### config.mk
export PLATFORM = sky130hd
export DESIGN_NAME = tht_front
export DESIGN_NICKNAME = d
export VERILOG_FILES = /design/src/hdl/tht_pkg.sv /design/src/hdl/tht_front.sv
export SDC_FILE = /design/constraint.sdc
export NUM_CORES = 1
export LEC_CHECK = 0
export ABC_AREA = 1
export BUFFER_PORTS_ARGS = -buffer_cell sky130_fd_sc_hd__clkbuf_2
export CAP_MARGIN = 20
export CELL_PAD_IN_SITES_DETAIL_PLACEMENT = 1
export CELL_PAD_IN_SITES_GLOBAL_PLACEMENT = 1
export CORE_UTILIZATION = 28
export CTS_CLUSTER_SIZE = 12
export DETAILED_ROUTE_END_ITERATION = 6
export PLACE_DENSITY_LB_ADDON = 0.1
export SLEW_MARGIN = 25
export SYNTH_ARGS = -nofsm -noshare
export SYNTH_HDL_FRONTEND = slang
export SYNTH_SLANG_ARGS = --single-unit
### constraint.sdc
create_clock -name clk -period 5.1 [get_ports clk]
set_clock_uncertainty 0.15 [all_clocks]
set_input_delay 0.765 -clock clk [delete_from_list [all_inputs] [get_ports clk]]
set_output_delay 0.765 -clock clk [all_outputs]
set_load 0.01 [all_outputs]
### src/hdl/tht_pkg.sv
`default_nettype none
// ----------------------------------------------------------------------------
// tht_pkg
// shared constants, status codes and defaults of the token hash table
// ----------------------------------------------------------------------------
package tht_pkg;

    localparam int DEF_MAX_KEY_BYTES  = 16;
    localparam int DEF_TOKEN_CAPACITY = 4096;
    localparam int DEF_SLOT_BITS      = 13;

    localparam logic [31:0] HASH_BASIS = 32'h811C_9DC5;
    localparam logic [31:0] HASH_PRIME = 32'h0100_0193;

    localparam int TOKEN_ID_W = 12;
    localparam int STATUS_W   = 3;

    typedef enum logic [STATUS_W-1:0] {
        ST_FOUND     = 3'd0,
        ST_NOT_FOUND = 3'd1,
        ST_INSERTED  = 3'd2,
        ST_FULL      = 3'd3,
        ST_TOO_LONG  = 3'd4
    } status_t;

endpackage
`default_nettype wire

### src/hdl/tht_front.sv
`default_nettype none
// ----------------------------------------------------------------------------
// tht_front
// takes key bytes, keeps the running hash and key copy, emits one job per key
// ----------------------------------------------------------------------------
module tht_front
    import tht_pkg::*;
#(
    parameter int MAX_KEY_BYTES = DEF_MAX_KEY_BYTES,
    parameter int SLOT_BITS     = DEF_SLOT_BITS,
    parameter int JOB_W         = 8
) (
    input  wire logic             clk,
    input  wire logic             rst_n,
    input  wire logic             in_valid,
    output logic                  in_ready,
    input  wire logic             action,
    input  wire logic [7:0]       key_byte,
    input  wire logic             key_last,
    input  wire logic             enable,
    input  wire logic             job_full,
    output logic                  job_push,
    output logic [JOB_W-1:0]      job_data
);

    localparam int KW = MAX_KEY_BYTES * 8;
    localparam int LW = $clog2(MAX_KEY_BYTES + 1);

    logic [31:0]   hash_reg;
    logic [KW-1:0] key_reg;
    logic [LW-1:0] count_reg;
    logic          ovf_reg;

    logic [31:0]   hash_next;
    logic [KW-1:0] key_next;
    logic [LW-1:0] count_next;
    logic          ovf_next;
    logic          accept;

    assign in_ready = enable && !job_full;
    assign accept   = in_valid && in_ready;

    always_comb
    begin
        hash_next  = (hash_reg ^ {24'd0, key_byte}) * HASH_PRIME;
        key_next   = key_reg;
        count_next = count_reg;
        ovf_next   = ovf_reg;
        if (count_reg < LW'(MAX_KEY_BYTES))
        begin
            for (int i = 0; i < MAX_KEY_BYTES; i++)
            begin
                if (count_reg == LW'(i))
                begin
                    key_next[i*8 +: 8] = key_byte;
                end
            end
            count_next = count_reg + LW'(1);
        end
        else
        begin
            ovf_next = 1'b1;
        end
    end

    assign job_push = accept && key_last;
    assign job_data = {action, ovf_next, count_next, key_next, hash_next[SLOT_BITS-1:0]};

    always_ff @(posedge clk or negedge rst_n)
    begin
        if (!rst_n)
        begin
            hash_reg  <= HASH_BASIS;
            key_reg   <= '0;
            count_reg <= '0;
            ovf_reg   <= 1'b0;
        end
        else if (accept)
        begin
            if (key_last)
            begin
                hash_reg  <= HASH_BASIS;
                key_reg   <= '0;
                count_reg <= '0;
                ovf_reg   <= 1'b0;
            end
            else
            begin
                hash_reg  <= hash_next;
                key_reg   <= key_next;
                count_reg <= count_next;
                ovf_reg   <= ovf_next;
            end
        end
    end

endmodule
`default_nettype wire

* After elaboration in Yosys (flattened, before gate mapping)
Cells that the tools add are included.
** Cells by class
- $mul :: 1
- Mux-type cells :: 1
- Bitwise operators :: 1
- Reductions and logical operators :: 4
** Operators with widths (count)
- 32-bit by 25-bit multiplier with 32-bit output, second input constant :: 1
- 32-bit 2-to-1 mux :: 1
- 32-bit by 8-bit bitwise XOR with 32-bit output :: 1
- 1-bit logical AND :: 3
- 1-bit zero test :: 1
** Storage, ports and cells
- Flip-flop bits (word level) :: 32
- Bits of input ports :: 15
- Output and inout bits :: 10
- Word-level logic and storage cells :: 8

* Depth between registers and ports, before layout
- Depth in word-level cells :: 4
- Depth in mapped cells :: 20

* Least setup slack after synthesis
No wires, ideal clock.
- Kind :: in2out
- Start :: in key_byte[1]
- End :: out job_data[7]
- Data arrival time :: 3.418 ns
- Required time :: 4.185 ns
- Setup slack :: 0.767 ns
- Stages :: 15
- Cells stage by stage :: xnor2_1 -> inv_1 -> ha_1 -> ha_1 -> ha_1 -> ha_1 -> ha_1 -> ha_1 -> a21oi_2 -> nand2_1 -> or2_1 -> nand2_2 -> inv_1 -> nand3_1 -> nand2_1
** On the way
- Word-level cells in the longest chain between the ends :: 2
** RTL lines
- from (decl) :: line tht_front.sv:18 : input wire logic [7:0] key_byte,
- 32-bit by 8-bit bitwise XOR with 32-bit output :: line tht_front.sv:45 : hash_next = (hash_reg ^ {24'd0, key_byte}) * HASH_PRIME;
- 32-bit by 25-bit multiplier with 32-bit output :: line tht_front.sv:45
- to (decl) :: line tht_front.sv:23 : output logic [JOB_W-1:0] job_data
No other way between the ends.

* Worst setup path after layout
Ends and elaborated chain as after synthesis.

==> flow_summary.json <==
{
  "worstSetupEndpointType": "output pin",
  "drive_gt1_share_pct": 30.00,
  "die_h_um": 61.49,
  "crit_type": "in2out",
  "worst_setup_path_start_kind": "input pin",
  "synthMostInstantiatedCell": "nand2_1",
  "required_ns": 4.18,
  "final_nets": 197,
  "pre_cts_slack_ns": 0.2893,
  "worstPathArrival_ns": 3.84,
  "first_iter_violations": 15,
  "drc": 0,
  "ant_nets": 0,
  "initial_core_util_pct": 29.46,
  "top_layer": "met4",
  "cts_resized": 0,
  "drt-met1-wl_mm": 1.009,
  "htree_levels": 1,
  "num_rows": 21,
  "cts_buffer_depth": 2,
  "synth_async_sr_flop_share_pct": 100.0,
  "cap_violations": 0,
  "die-area_sq_mm": 0.003781,
  "yosys_register_bits": 8,
  "netlist_top_cells_count": "nand2_1, ha_1, inv_1",
  "tns_ns": 0,
  "grt_setup_unrepaired": "no",
  "overflow": 0,
  "die_w_um": 61.49,
  "io_pins": 25,
  "dr_wl_met3_um": 99,
  "dp.final_hpwl_mm": 2.015,
  "cts_tree": "yes",
  "drtPass1Iterations": 6,
  "grt_antenna_before_repair": 0,
  "period_share_pct": 93.29,
  "fin_area_sq_mm": 0.001190,
  "grtUsageTotal_pct": 13.48,
  "synth.yosys.warnings": 0,
  "slew_violations": 0,
  "ys_seq_area_share_pct": 20.71,
  "area_growth_pct": 20.08,
  "synth_edf_count": 0,
  "yosys_most_used_dff": "dfstp_2",
  "netlist.area_leader.share_pct": 25.25,
  "grt_max_degree": 10,
  "synthCells": 133,
  "outcome": "complete, no violations",
  "cp_max_fo": 3,
  "fmax_ghz": 0.2102,
  "syn_nets": 169,
  "viasPerCell": 4.374,
  "synthTopCellsByArea": "ha_1, nand2_1, dfstp_2",
  "n_fill_cell": 463,
  "numCtsBuffers": 3,
  "yosysTopAreaCell": "ha_1",
  "netlist_area_sq_um": 991.0,
  "via_count": 901,
  "finalSetupViolations": 0,
  "first_global_vias": 871,
  "place_area_sq_mm": 0.001164,
  "largest_reg_flops": 8,
  "synth.avg_cell_area_sq_um": 7.451,
  "yosysUniqueCellTypes": 24,
  "hold_ws_ns": 0.1965,
  "relSlewSlack_pct": 78.52,
  "hold_violations": 0,
  "cts_setup_buffers": 0,
  "layout_setup_ws_ns": 0.3422,
  "fin_crit_ns": 4.758,
  "antenna_cells": 0,
  "globalplace.congestion": 0.6748,
  "cts.sinks": 8,
  "clk-insertion-delay-late_ns": 0.25,
  "core-area_sq_mm": 0.003363,
  "routed_wl_mm": 2.199,
  "hold_buffers": 0,
  "tightest_slew_ns": 0.3199,
  "timing.hold.worst.class": "in2async",
  "root_buffer": "clkbuf_4",
  "clk_pin_slew_ns": 0.06,
  "met2WireLength_mm": 1.078,
  "routedWlPerCell_um": 10.67,
  "grt_pass1_wl_mm": 3.657,
  "port_buffers": 23
}
stage by stage:
step	utilization, %	cells
2_1_floorplan	-	133
3_3_place_gp	34.60	202
3_5_place_dp	34.60	202
4_1_cts	35.38	206
5_1_grt	35.38	206
6_report	35.38	206
layer usage:
layer,vias to the layer above,track usage (%)
met1,403,16.01
met5,-,0
li1,477,-
met3,2,2.731
met4,0,3.810
met2,19,24.42
layout make-up:
class	instances	area [sq um]	area share, %
inverters	23	86.33	7.256
flip-flops and latches	8	205.2	17.25
multi-input cells	102	699.4	58.78
clock buffers	4	26.28	2.208
well taps	46	57.56	4.837
repair buffers	23	115.1	9.674
worst max-delay path, stage by stage:
cell and delay (ns):
clkbuf_2 0.09, xnor2_1 0.29, inv_1 0.13, ha_1 0.21, ha_1 0.27, ha_1 0.29
ha_1 0.30, ha_1 0.29, ha_1 0.36, a21oi_2 0.15, nand2_1 0.07, or2_1 0.21
nand2_2 0.09, inv_1 0.04, nand3_1 0.09, nand2_1 0.07, clkbuf_2 0.12
path summary, 6_finish.rpt:
check | from | to | slack (ns) | cells after the start
min | rst_n | hash_reg[3] | 0.20 | 1
min reg2reg | hash_reg[1] | hash_reg[1] | 0.37 | 2
max in group asynchronous | rst_n | hash_reg[2] | 4.36 | 1
max | key_byte[1] | job_data[7] | 0.34 | 17
min in group clk | hash_reg[1] | hash_reg[1] | 0.37 | 2
max reg2reg | hash_reg[0] | hash_reg[7] | 1.54 | 18
cells by family (layout without fill, tap and decap cells):
group / Yosys count / in the layout / synth area share (%)
adders and majority gates: 21 / 21 / 27.27
DFF: 8 / 8 / 20.71
and+or+nand+nor: 64 / 64 / 29.42
xor gates and xnor gates: 8 / 8 / 7.071
AOI/OAI and AO/OA: 9 / 9 / 6.819
buffers and inverters: 23 / 50 / 8.712
placed cells by master (no fill, tap or decap):
cell type  count
nand3_1        7
o22a_1         1
xnor2_1        3
inv_2          6
dfrtp_1        4
nor2_1         3
clkbuf_2      23
nand2_2        7
or2_1          1
nand3_2        1
clkbuf_4       3
a22o_1         3
dfstp_2        4
o22ai_1        1
a22oi_1        1
o21ai_1        1
nand2_1       41
a21oi_2        1
fa_1           1
ha_1          20
a21oi_1        1
clkbuf_1       1
nor2_2         2
xor2_1         5
inv_1         17
nand3b_1       1
nor2_4         1
Power is left out: the tool's default activity adds up to more than one toggle a clock period on the data nets, which glitch-free logic cannot reach.
