**src/hdl/tht_queue.sv**
```systemverilog
`default_nettype none
// ----------------------------------------------------------------------------
// tht_queue
// two-entry job queue between the key front end and the probe engine
// ----------------------------------------------------------------------------
module tht_queue #(
    parameter int W = 8
) (
    input  wire logic         clk,
    input  wire logic         rst_n,
    input  wire logic         push,
    input  wire logic [W-1:0] push_data,
    output logic              full,
    input  wire logic         pop,
    output logic              not_empty,
    output logic [W-1:0]      pop_data
);

    logic [W-1:0] entry_reg [2];
    logic         wr_ptr_reg;
    logic         rd_ptr_reg;
    logic [1:0]   fill_reg;

    assign full      = (fill_reg == 2'd2);
    assign not_empty = (fill_reg != 2'd0);
    assign pop_data  = entry_reg[rd_ptr_reg];

    always_ff @(posedge clk)
    begin
        if (push && !full)
        begin
            entry_reg[wr_ptr_reg] <= push_data;
        end
    end

    always_ff @(posedge clk or negedge rst_n)
    begin
        if (!rst_n)
        begin
            wr_ptr_reg <= 1'b0;
            rd_ptr_reg <= 1'b0;
            fill_reg   <= 2'd0;
        end
        else
        begin
            if (push && !full)
            begin
                wr_ptr_reg <= !wr_ptr_reg;
            end
            if (pop && not_empty)
            begin
                rd_ptr_reg <= !rd_ptr_reg;
            end
            fill_reg <= fill_reg + 2'(push && !full) - 2'(pop && not_empty);
        end
    end

endmodule
`default_nettype wire

```
**config.mk**
```make
export PLATFORM = sky130hd
export DESIGN_NAME = tht_queue
export DESIGN_NICKNAME = d
export VERILOG_FILES = /design/src/hdl/tht_queue.sv
export SDC_FILE = /design/constraint.sdc
export NUM_CORES = 1
export LEC_CHECK = 0
export ABC_AREA = 1
export ABC_CLOCK_PERIOD_IN_PS = 1700
export BUFFER_PORTS_ARGS = -buffer_cell sky130_fd_sc_hd__buf_2
export CORE_ASPECT_RATIO = 1.2
export CORE_MARGIN = 4
export CORE_UTILIZATION = 49
export CTS_BUF_LIST = sky130_fd_sc_hd__clkbuf_16
export CTS_CLUSTER_DIAMETER = 30
export DETAILED_ROUTE_END_ITERATION = 16
export PLACE_DENSITY = 0.71
export SLEW_MARGIN = 5
export SYNTH_ARGS = -nofsm -noshare
export SYNTH_HDL_FRONTEND = slang
export SYNTH_SLANG_ARGS = --single-unit
```
**constraint.sdc**
```tcl
create_clock -name clk -period 1.7 [get_ports clk]
set_input_delay 0.34 -clock clk [delete_from_list [all_inputs] [get_ports clk]]
set_output_delay 0.34 -clock clk [all_outputs]
set_load 0.01 [all_outputs]
```
== After elaboration in Yosys (flattened, before gate mapping) ==
Memories as Yosys holds them, arrays and structs flattened.
Index checks and enable logic that the tools add are counted.

* Register bits: 4
* Memories: 1
* Latch bits: 0
* Output and inout port bits: 10
* Bits in read-only memories: 0
* Memory bits (writable): 16

* $add $sub $neg: 2
* $lt $le $gt $ge: 0
* $mul: 0
* Eq/ne operators: 1
* Reductions and logical operators: 6
* Shift operators: 0
* Multiplexer cells: 2
* Bitwise logic cells: 0
* Divide/modulo/power cells: 0

{| class="wikitable"
|+ Memories
! memory !! depth !! width !! rd ports !! clocked after Yosys merged registers in !! write ports !! RTL line !! text
|-
| entry_reg || 2 || 8 || 1 || 0 || 1 || 19 || <nowiki>logic [W-1:0] entry_reg [2];</nowiki>
|}

{| class="wikitable"
|+ Operators with widths
! cell !! number
|-
| $logic_not 1->1 || 3
|-
| $add 2x1->2 || 1
|-
| $eq 2x2->1 const B || 1
|-
| $logic_and 1x1->1 || 2
|-
| $mux 1 || 2
|-
| $reduce_bool 2->1 || 1
|-
| $sub 2x1->2 || 1
|}

== Logic depth before layout (Yosys ltp) ==
Gate-level depths: netlist of run 1.

* Word-level depth: 5
* Mapped depth: 10
* Gate-level depth less buffers: 10

== Least setup slack after synthesis of run 1 ==
No wires, ideal clock.

* Path kind: reg2reg
* Start: register fill_reg[1]
* End: register fill_reg[1]
* Stages on the path, launching flop included: 11
* Path slack: 367 ps
* Setup time: 116 ps
* Period minus slack after synthesis: 1333 ps
* Arrival: 1217 ps
* Required time: 1584 ps
* Cell sequence: dfrtp_1 -> inv_1 -> nand2_2 -> nand2_1 -> inv_1 -> ha_1 -> inv_1 -> ha_1 -> inv_1 -> nand2_1 -> nand2_1

{| class="wikitable"
|+ RTL lines
! item !! RTL line !! text
|-
| from (decl) || 22 || <nowiki>logic [1:0] fill_reg;</nowiki>
|-
| from (signal assigned) || 54 || <nowiki>fill_reg <= fill_reg + 2'(push && !full) - 2'(pop && not_empty);</nowiki>
|-
| $reduce_bool 2->1 || 25 || <nowiki>assign not_empty = (fill_reg != 2'd0);</nowiki>
|-
| via not_empty || 15 || <nowiki>output logic not_empty,</nowiki>
|-
| $logic_and 1x1->1 || 54 ||
|-
| $sub 2x1->2 || 54 ||
|}

The timed path passes the listed nets, and every way through them passes these cells.
A chain may end at the register's enable or synchronous reset.

== Worst setup path after layout of run 1 ==
* Start: register rd_ptr_reg
* End: output pop_data[6]

* Word-level cells in the longest chain between the ends: 1

{| class="wikitable"
|+ RTL lines
! item !! RTL line !! text
|-
| from (decl) || 21 || <nowiki>logic rd_ptr_reg;</nowiki>
|-
| from (signal assigned) || 52 || <nowiki>rd_ptr_reg <= !rd_ptr_reg;</nowiki>
|-
| $mem_v2 2x8 || n/a ||
|-
| to (decl) || 16 || <nowiki>output logic [W-1:0] pop_data</nowiki>
|}

Every way passes these cells.

==> results of run 1 <==
worst reg2reg max path, cell delays in order (launching register included):
cell,delay (ns)
dfrtp_1,0.39
inv_1,0.08
nand2_2,0.06
nand2_1,0.08
inv_1,0.05
ha_1,0.27
inv_1,0.06
ha_1,0.15
inv_1,0.04
nand2_1,0.06
nand2_1,0.05
layout by cell type, fill, tap and decap left out, drive strengths merged:
master | Yosys | final
nor2 | 1 | 1
dlygate4sd3 | 0 | 1
nand3 | 3 | 3
dfrtp | 4 | 4
edfxtp | 16 | 16
ha | 2 | 2
clkinv | 1 | 2
inv | 9 | 9
buf | 1 | 23
nand2 | 37 | 37
clkbuf | 0 | 3
final timing paths:
path | to | depth (start not counted) | startpoint
hold / removal | entry_reg[0][4]$_DFFE_PP_ | 1 | push_data[4]
max in group asynchronous | wr_ptr_reg$_DFFE_PN0N_ | 2 | rst_n
setup reg to reg | fill_reg[1]$_DFF_PN0_ | 10 | fill_reg[1]$_DFF_PN0_
hold reg to reg | wr_ptr_reg$_DFFE_PN0N_ | 2 | wr_ptr_reg$_DFFE_PN0N_
min in group asynchronous | fill_reg[0]$_DFF_PN0_ | 2 | rst_n
setup / recovery | pop_data[6] | 4 | rd_ptr_reg$_DFFE_PN0P_
timing repair:
action	4_1_cts	5_1_grt
buffers inserted	0	0
hold buffers	1	0
hold endpoints to repair	4	0
stage by stage:
step / setup slack, ns / power (mW) / instance area [um2]
after global placement: 0.340 / 1.36 / 952
after global routing: 0.0303 / 1.98 / 1040
after detailed placement: 0.304 / 1.37 / 952
final: 0.127 / 1.83 / 1040
after floorplan: 0.367 / 1.16 / 822
after CTS: 0.115 / 1.85 / 1040
layer usage:
metal	wire, um	vias up	GRT usage
met5	0	-	0
met4	41	0	0.102
met3	86	5	0.0442
met2	691	20	0.223
met1	499	251	0.144
li1	-	292	-
layout make-up:
type | count | area, um2 | area share
clock buffer | 3 | 75.1 | 0.0721
clock inverter | 1 | 3.75 | 0.00361
inverter | 10 | 42.5 | 0.0409
multi-input combinational | 43 | 188 | 0.180
sequential | 20 | 581 | 0.558
tap | 17 | 21.3 | 0.0204
timing repair buffer | 24 | 130 | 0.125
report_power, final:
part / total [mW] / internal, mW / switching, mW
combinational: 0.598 / 0.230 / 0.368
sequential: 0.761 / 0.683 / 0.0784
clock: 0.471 / 0.313 / 0.159
kinds of logic after synthesis:
logic type,after synthesis
simple gates,41
fa+ha+maj,2
buf+inv,11
flops,20
==> summary.md, run 1 <==
| Metric | Value |
|---|---|
| Total of flip-flops plus latches after synthesis | `20` |
| Cells along the critical path | `clkinv_4 -> nand2_1 -> nand2_1 -> buf_2` |
| Core outline area | `1500 um2` |
| Post-synthesis share of cell area spent on full adders, half adders and majority gates | `0.0304` |
| Number of buffer cells added on primary ports | `21` |
| Std-Cell Rows | `15` |
| Share of synthesized flip-flops with an asynchronous set or reset | `0.200` |
| Fin Setup TNS | `0 ns` |
| Setup violation total in the final timing report | `0` |
| Deepest clock path buffer count | `2` |
| Clock tree root driver cell | `clkbuf_16` |
| Die area | `approximately 2400 um2` |
| Number of global-route vias before repair | `532` |
| Slew Limit Headroom | `0.758` |
| Worst hold-check slack | `between 0.2 and 0.3 ns` |
| Slew at the pin closest to its max-slew limit | `0.363 ns` |
| Endpoint kind of the worst setup timing path | `primary output` |
| Leading cell types by count after synthesis | `35 x nand2_1, 16 x edfxtp_1, 9 x inv_1, 4 x dfrtp_1, 3 x nand3_1` |
| RSZ-0062 raised after global routing | `false` |
| DR iter-0 viols | `12` |
| Wire length of the first global-routing pass | `2190 um` |
| Fill cells | `127` |
| CP Buf/Inv Count | `2` |
| Reg2Reg Setup Slack | `0.30 ns` |
| Top cells by area, synth | `edfxtp_1 58%, nand2_1 16%, dfrtp_1 12%` |
| Yosys warning count | `0` |
| Most numerous cell on the critical path | `nand2_1` |
| Pleak | `0.520 nW` |
| Share of the synthesized area in the top cell type | `0.584` |
| Run status | `finished, final reports clean` |
| Number of nets in the synthesized netlist | `88` |
| Global-route congestion overflow total | `0` |
| Required time of the critical path | `about 1.4 ns` |
| Maximum fanout count along the critical path | `10` |
| Area growth syn-to-layout | `26.6%` |
| Largest delay contributor family on the critical path | `flip-flops` |
| Number of cells in the finished layout apart from fillers | `~120` |
| Sort of element at the start of the critical path | `flip-flop` |
| Via count of the routed design | `568` |
| Worst-path clk slew | `0.05 ns` |
| Most used DFF post-synth | `edfxtp_1` |
| Clk Latency, worst-skew pair | `0.25 ns` |
| Simple logic cell fraction of the synthesized area | `0.198` |
| ANT nets after route | `0` |
| Clock tree from TritonCTS | `yes` |
| Number of flops mapped to enable cells by yosys | `16` |
| Layout cell share with drive strength beyond 1 | `0.287` |
| Maximum number of pins on one net before global-route repair | `12` |
| Master of the slowest instance on the critical path | `dfrtp_1` |
| Flip-flop count of the largest register after layout | `16` |
| Fmax | `about 640 MHz` |
| Share of the clock period used by the worst path after layout | `0.925` |
| Total wirelength of the detailed-routed design | `1320 um` |
| Final Slew Violations | `0` |
| Proportion of synthesized chip area in sequential cells | `0.706` |
| Clock skew | `a little over 0.001 ns` |
| Leading area contributor after synthesis | `edfxtp_1` |
| Overall die height | `around 53 um` |
| Mux cell area share after synthesis | `0` |
| Library cell with the highest instance count after synthesis | `nand2_1` |
| Endpoints failing hold | `0` |
| Critical path start-end classification | `reg -> out` |
| Starting Density | `0.547` |
| DRC violation count after routing | `0` |
| CTS Buf Count | `3` |
| Final Critical Period | `1.57 ns` |
| # IOs | `22` |
| Arr. time, crit path | `1.23 ns` |
| Largest family of logic cells by synthesized area | `simple AND/OR/NAND/NOR gates` |
| Number of sinks on the clock net | `20` |
| Cell count after placement | `113` |
| ANT cells | `0` |
| Post-Synth XOR/XNOR Area | `0` |
| Type of the tightest min-delay check | `in -> reg` |
| Yosys cell types | `10` |
| Half-perimeter wire length after detailed placement | `983 um` |
| GR Util All Layers | `0.138` |
| Maximum resistive drop on vdd | `1.26 mV` |
| Post-layout nets | `116` |
| Count of mapped cells out of synthesis | `74` |
| Die Span X | `45.4 um` |
| Delay of the slowest critical-path stage | `0.55 ns` |
| Post-detailed-route via-to-cell ratio | `4.81` |
| Antenna violations before repair | `0` |
| Detailed Routing Iterations Pass 1 | `4` |
| Number of H-tree levels | `1` |
| Power density relative to cell area | `1760 nW/um2` |
| Number of maximum-capacitance constraint violations | `0` |
| Final weighted congestion of routability-driven global placement | `0.723` |
| Util after Layout | `0.693` |
| Post-synthesis compound-gate area fraction | `0` |
| Post-CTS sizing | `0` |
| Syn avg cell area | `11.1 um2` |
| Cell area after synthesis | `between 800 and 900 um2` |
| Wire length per cell after detailed routing | `11.2 um` |
No activity file was read; power rests on OpenSTA's default activity.
==> run 2, diff against run 1 <==
--- a/config.mk
+++ b/config.mk
@@ -8,9 +8,11 @@
 export ABC_AREA = 1
 export ABC_CLOCK_PERIOD_IN_PS = 1700
 export BUFFER_PORTS_ARGS = -buffer_cell sky130_fd_sc_hd__buf_2
+export CELL_PAD_IN_SITES_DETAIL_PLACEMENT = 1
+export CELL_PAD_IN_SITES_GLOBAL_PLACEMENT = 1
 export CORE_ASPECT_RATIO = 1.2
 export CORE_MARGIN = 4
-export CORE_UTILIZATION = 49
+export CORE_UTILIZATION = 38
 export CTS_BUF_LIST = sky130_fd_sc_hd__clkbuf_16
 export CTS_CLUSTER_DIAMETER = 30
 export DETAILED_ROUTE_END_ITERATION = 16
==> constraint.sdc (replaced) <==
create_clock -name clk -period 1.7 [get_ports clk]
set_input_delay 0.255 -clock clk [delete_from_list [all_inputs] [get_ports clk]]
set_output_delay 0.255 -clock clk [all_outputs]
set_load 0.01 [all_outputs]
==> run 2 against run 1 <==
Setup slack improved by 0.069 ns; critical path depth did not move; first-iteration DRC count fell by 67%; core utilization fell by 17 points; sequential share of layout area fell by 2.2 points; largest cell class unchanged.
==> summary.md, run 2 (synthesized netlist as in run 1, its figures left out) <==
| Metric | Value |
|---|---|
| Detailed Routing Iterations Pass 1 | `3` |
| Std-Cell Rows | `18` |
| RSZ-0062 raised after global routing | `false` |
| Starting Density | `0.397` |
| Sort of element at the start of the critical path | `flip-flop` |
| Number of buffers added to fix hold violations after cts | `1` |
| Area growth syn-to-layout | `31.8%` |
| Power density relative to cell area | `1860 nW/um2` |
| Wire length of the first global-routing pass | `2710 um` |
| Origin of the worst min-delay path | `push_data[2]` |
| FF-to-FF End | `fill_reg[1]$_DFF_PN0_` |
| ANT nets after route | `0` |
| Global-route congestion overflow total | `0` |
| Endpoints failing hold | `0` |
| Number of cells on the worst hold path | `1` |
| Top library cells by usage in the layout, fill and taps aside | `35 x nand2_1, 21 x buf_2, 16 x edfxtp_1, 9 x inv_1, 4 x dfrtp_1` |
| DRC violation count after routing | `0` |
| Number of buffer cells added on primary ports | `21` |
| Leading cell type in the layout, fill and taps excluded | `nand2_1` |
| Endpoint of the worst hold path | `entry_reg[0][2]$_DFFE_PP_` |
| CTS Buf Count | `3` |
| Half-perimeter wire length after detailed placement | `1200 um` |
| Layout cell share with drive strength beyond 1 | `0.297` |
| Worst-path clk slew | `~0.050 ns` |
| Share of the clock period used by the worst path after layout | `0.885` |
| Number of maximum-capacitance constraint violations | `0` |
| Core outline area | `2070 um2` |
| Clock tree root driver cell | `clkbuf_16` |
| Setup violation total in the final timing report | `0` |
| Number of sinks on the clock net | `20` |
| Worst reg-to-reg path cell count | `10` |
| Post-CTS Repair Setup Buffers | `0` |
| Final weighted congestion of routability-driven global placement | `~0.67` |
| DR iter-0 viols | `4` |
| Fill cells | `244` |
| Fmax | `665 MHz` |
| Via count of the routed design | `588` |
| Type of the tightest min-delay check | `in -> reg` |
| Pleak | `approximately 0.53 nW` |
| Cell count after placement | `126` |
| Total wirelength of the detailed-routed design | `1560 um` |
| Delay of the slowest critical-path stage | `roughly 0.57 ns` |
| Post-detailed-route via-to-cell ratio | `4.49` |
| Die Span X | `slightly above 50 um` |
| Clock tree from TritonCTS | `yes` |
| Cells along the critical path | `clkinv_4 -> nand2_1 -> nand2_1 -> buf_2` |
| Post-layout nets | `approximately 120` |
| Antenna violations before repair | `0` |
| Most numerous cell on the critical path | `nand2_1` |
| Fin Setup TNS | `0 ns` |
| Overall die height | `59.0 um` |
| Endpoint kind of the worst setup timing path | `primary output` |
| Slew at the pin closest to its max-slew limit | `a little under 0.4 ns` |
| Wire length per cell after detailed routing | `11.9 um` |
| Required time of the critical path | `~1.4 ns` |
| Die area | `approximately 3000 um2` |
| Slew Limit Headroom | `0.744` |
| Deepest clock path buffer count | `2` |
| Maximum resistive drop on vdd | `1.17 mV` |
| Final Slew Violations | `0` |
| Critical path start-end classification | `reg -> out` |
| Largest delay contributor family on the critical path | `flip-flops` |
| Source of the worst register-to-register timing path | `fill_reg[1]$_DFF_PN0_` |
| Reg2Reg Setup Slack | `roughly 0.28 ns` |
| CP Buf/Inv Count | `2` |
| Maximum fanout count along the critical path | `10` |
| Run status | `finished, final reports clean` |
| Master of the slowest instance on the critical path | `dfrtp_1` |
| Number of cells in the finished layout apart from fillers | `~130` |
| # IOs | `22` |
| Clock skew | `around 0.0026 ns` |
| GR Util All Layers | `0.126` |
| Number of global-route vias before repair | `631` |
| Arr. time, crit path | `1.25 ns` |
| Maximum number of pins on one net before global-route repair | `13` |
| Flip-flop count of the largest register after layout | `16` |
| Clk Latency, worst-skew pair | `0.25 ns` |
| Post-CTS sizing | `0` |
| ANT cells | `0` |
| Number of H-tree levels | `1` |
| Final Critical Period | `1.50 ns` |
[run 2: cell types whose count changed in the layout (fill, tap and decap cells not counted), sizes merged]
cell / delta
bufinv: +1
clkinv: -1
[run 2: worst max path at each step]
stage                            from                     to  slack [ns]  cells past startpoint
6_report       rd_ptr_reg$_DFFE_PN0P_            pop_data[6]        0.20                      4
2_1_floorplan   fill_reg[1]$_DFF_PN0_  fill_reg[1]$_DFF_PN0_        0.37                     10
5_1_grt        rd_ptr_reg$_DFFE_PN0P_            pop_data[6]        0.05                      4
3_5_place_dp    fill_reg[1]$_DFF_PN0_  fill_reg[1]$_DFF_PN0_        0.31                     10
4_1_cts        rd_ptr_reg$_DFFE_PN0P_            pop_data[6]        0.13                      4
3_3_place_gp    fill_reg[1]$_DFF_PN0_  fill_reg[1]$_DFF_PN0_        0.34                     10
[run 2: cell type report]
type	count	area, um2	area share
Timing Repair Buffer	24	130	0.120
Clock buffer	3	75.1	0.0693
Tap cell	30	37.5	0.0346
Multi-Input combinational cell	43	188	0.173
Clock inverter	1	30.0	0.0277
Inverter	10	42.5	0.0393
Sequential cell	20	581	0.536
[run 2: where the power goes]
group / switching [mW] / total, mW / leakage [nW] / internal (mW)
clock network: 0.169 / 0.636 / 0.0511 / 0.467
logic: 0.381 / 0.613 / 0.284 / 0.232
registers: 0.0804 / 0.762 / 0.197 / 0.682
total: 0.631 / 2.01 / 0.532 / 1.38
[run 2: through the flow]
stage	hold slack, ns	power, mW	cell area [um2]	setup slack (ns)	util
floorplan	-0.0406	1.16	822	0.367	-
global placement	0.0709	1.37	968	0.344	0.467
detailed placement	0.0725	1.41	968	0.305	0.467
CTS	0.187	2.06	1080	0.132	0.523
global route	0.184	2.17	1080	0.0476	0.523
finish	0.190	2.01	1080	0.196	0.523
[run 2: metal layers]
layer	track usage	vias up	share of wire
met5	0	-	0
met4	0.0692	0	0.026
met3	0.0405	5	0.064
met2	0.239	15	0.55
met1	0.118	278	0.36
li1	-	290	-
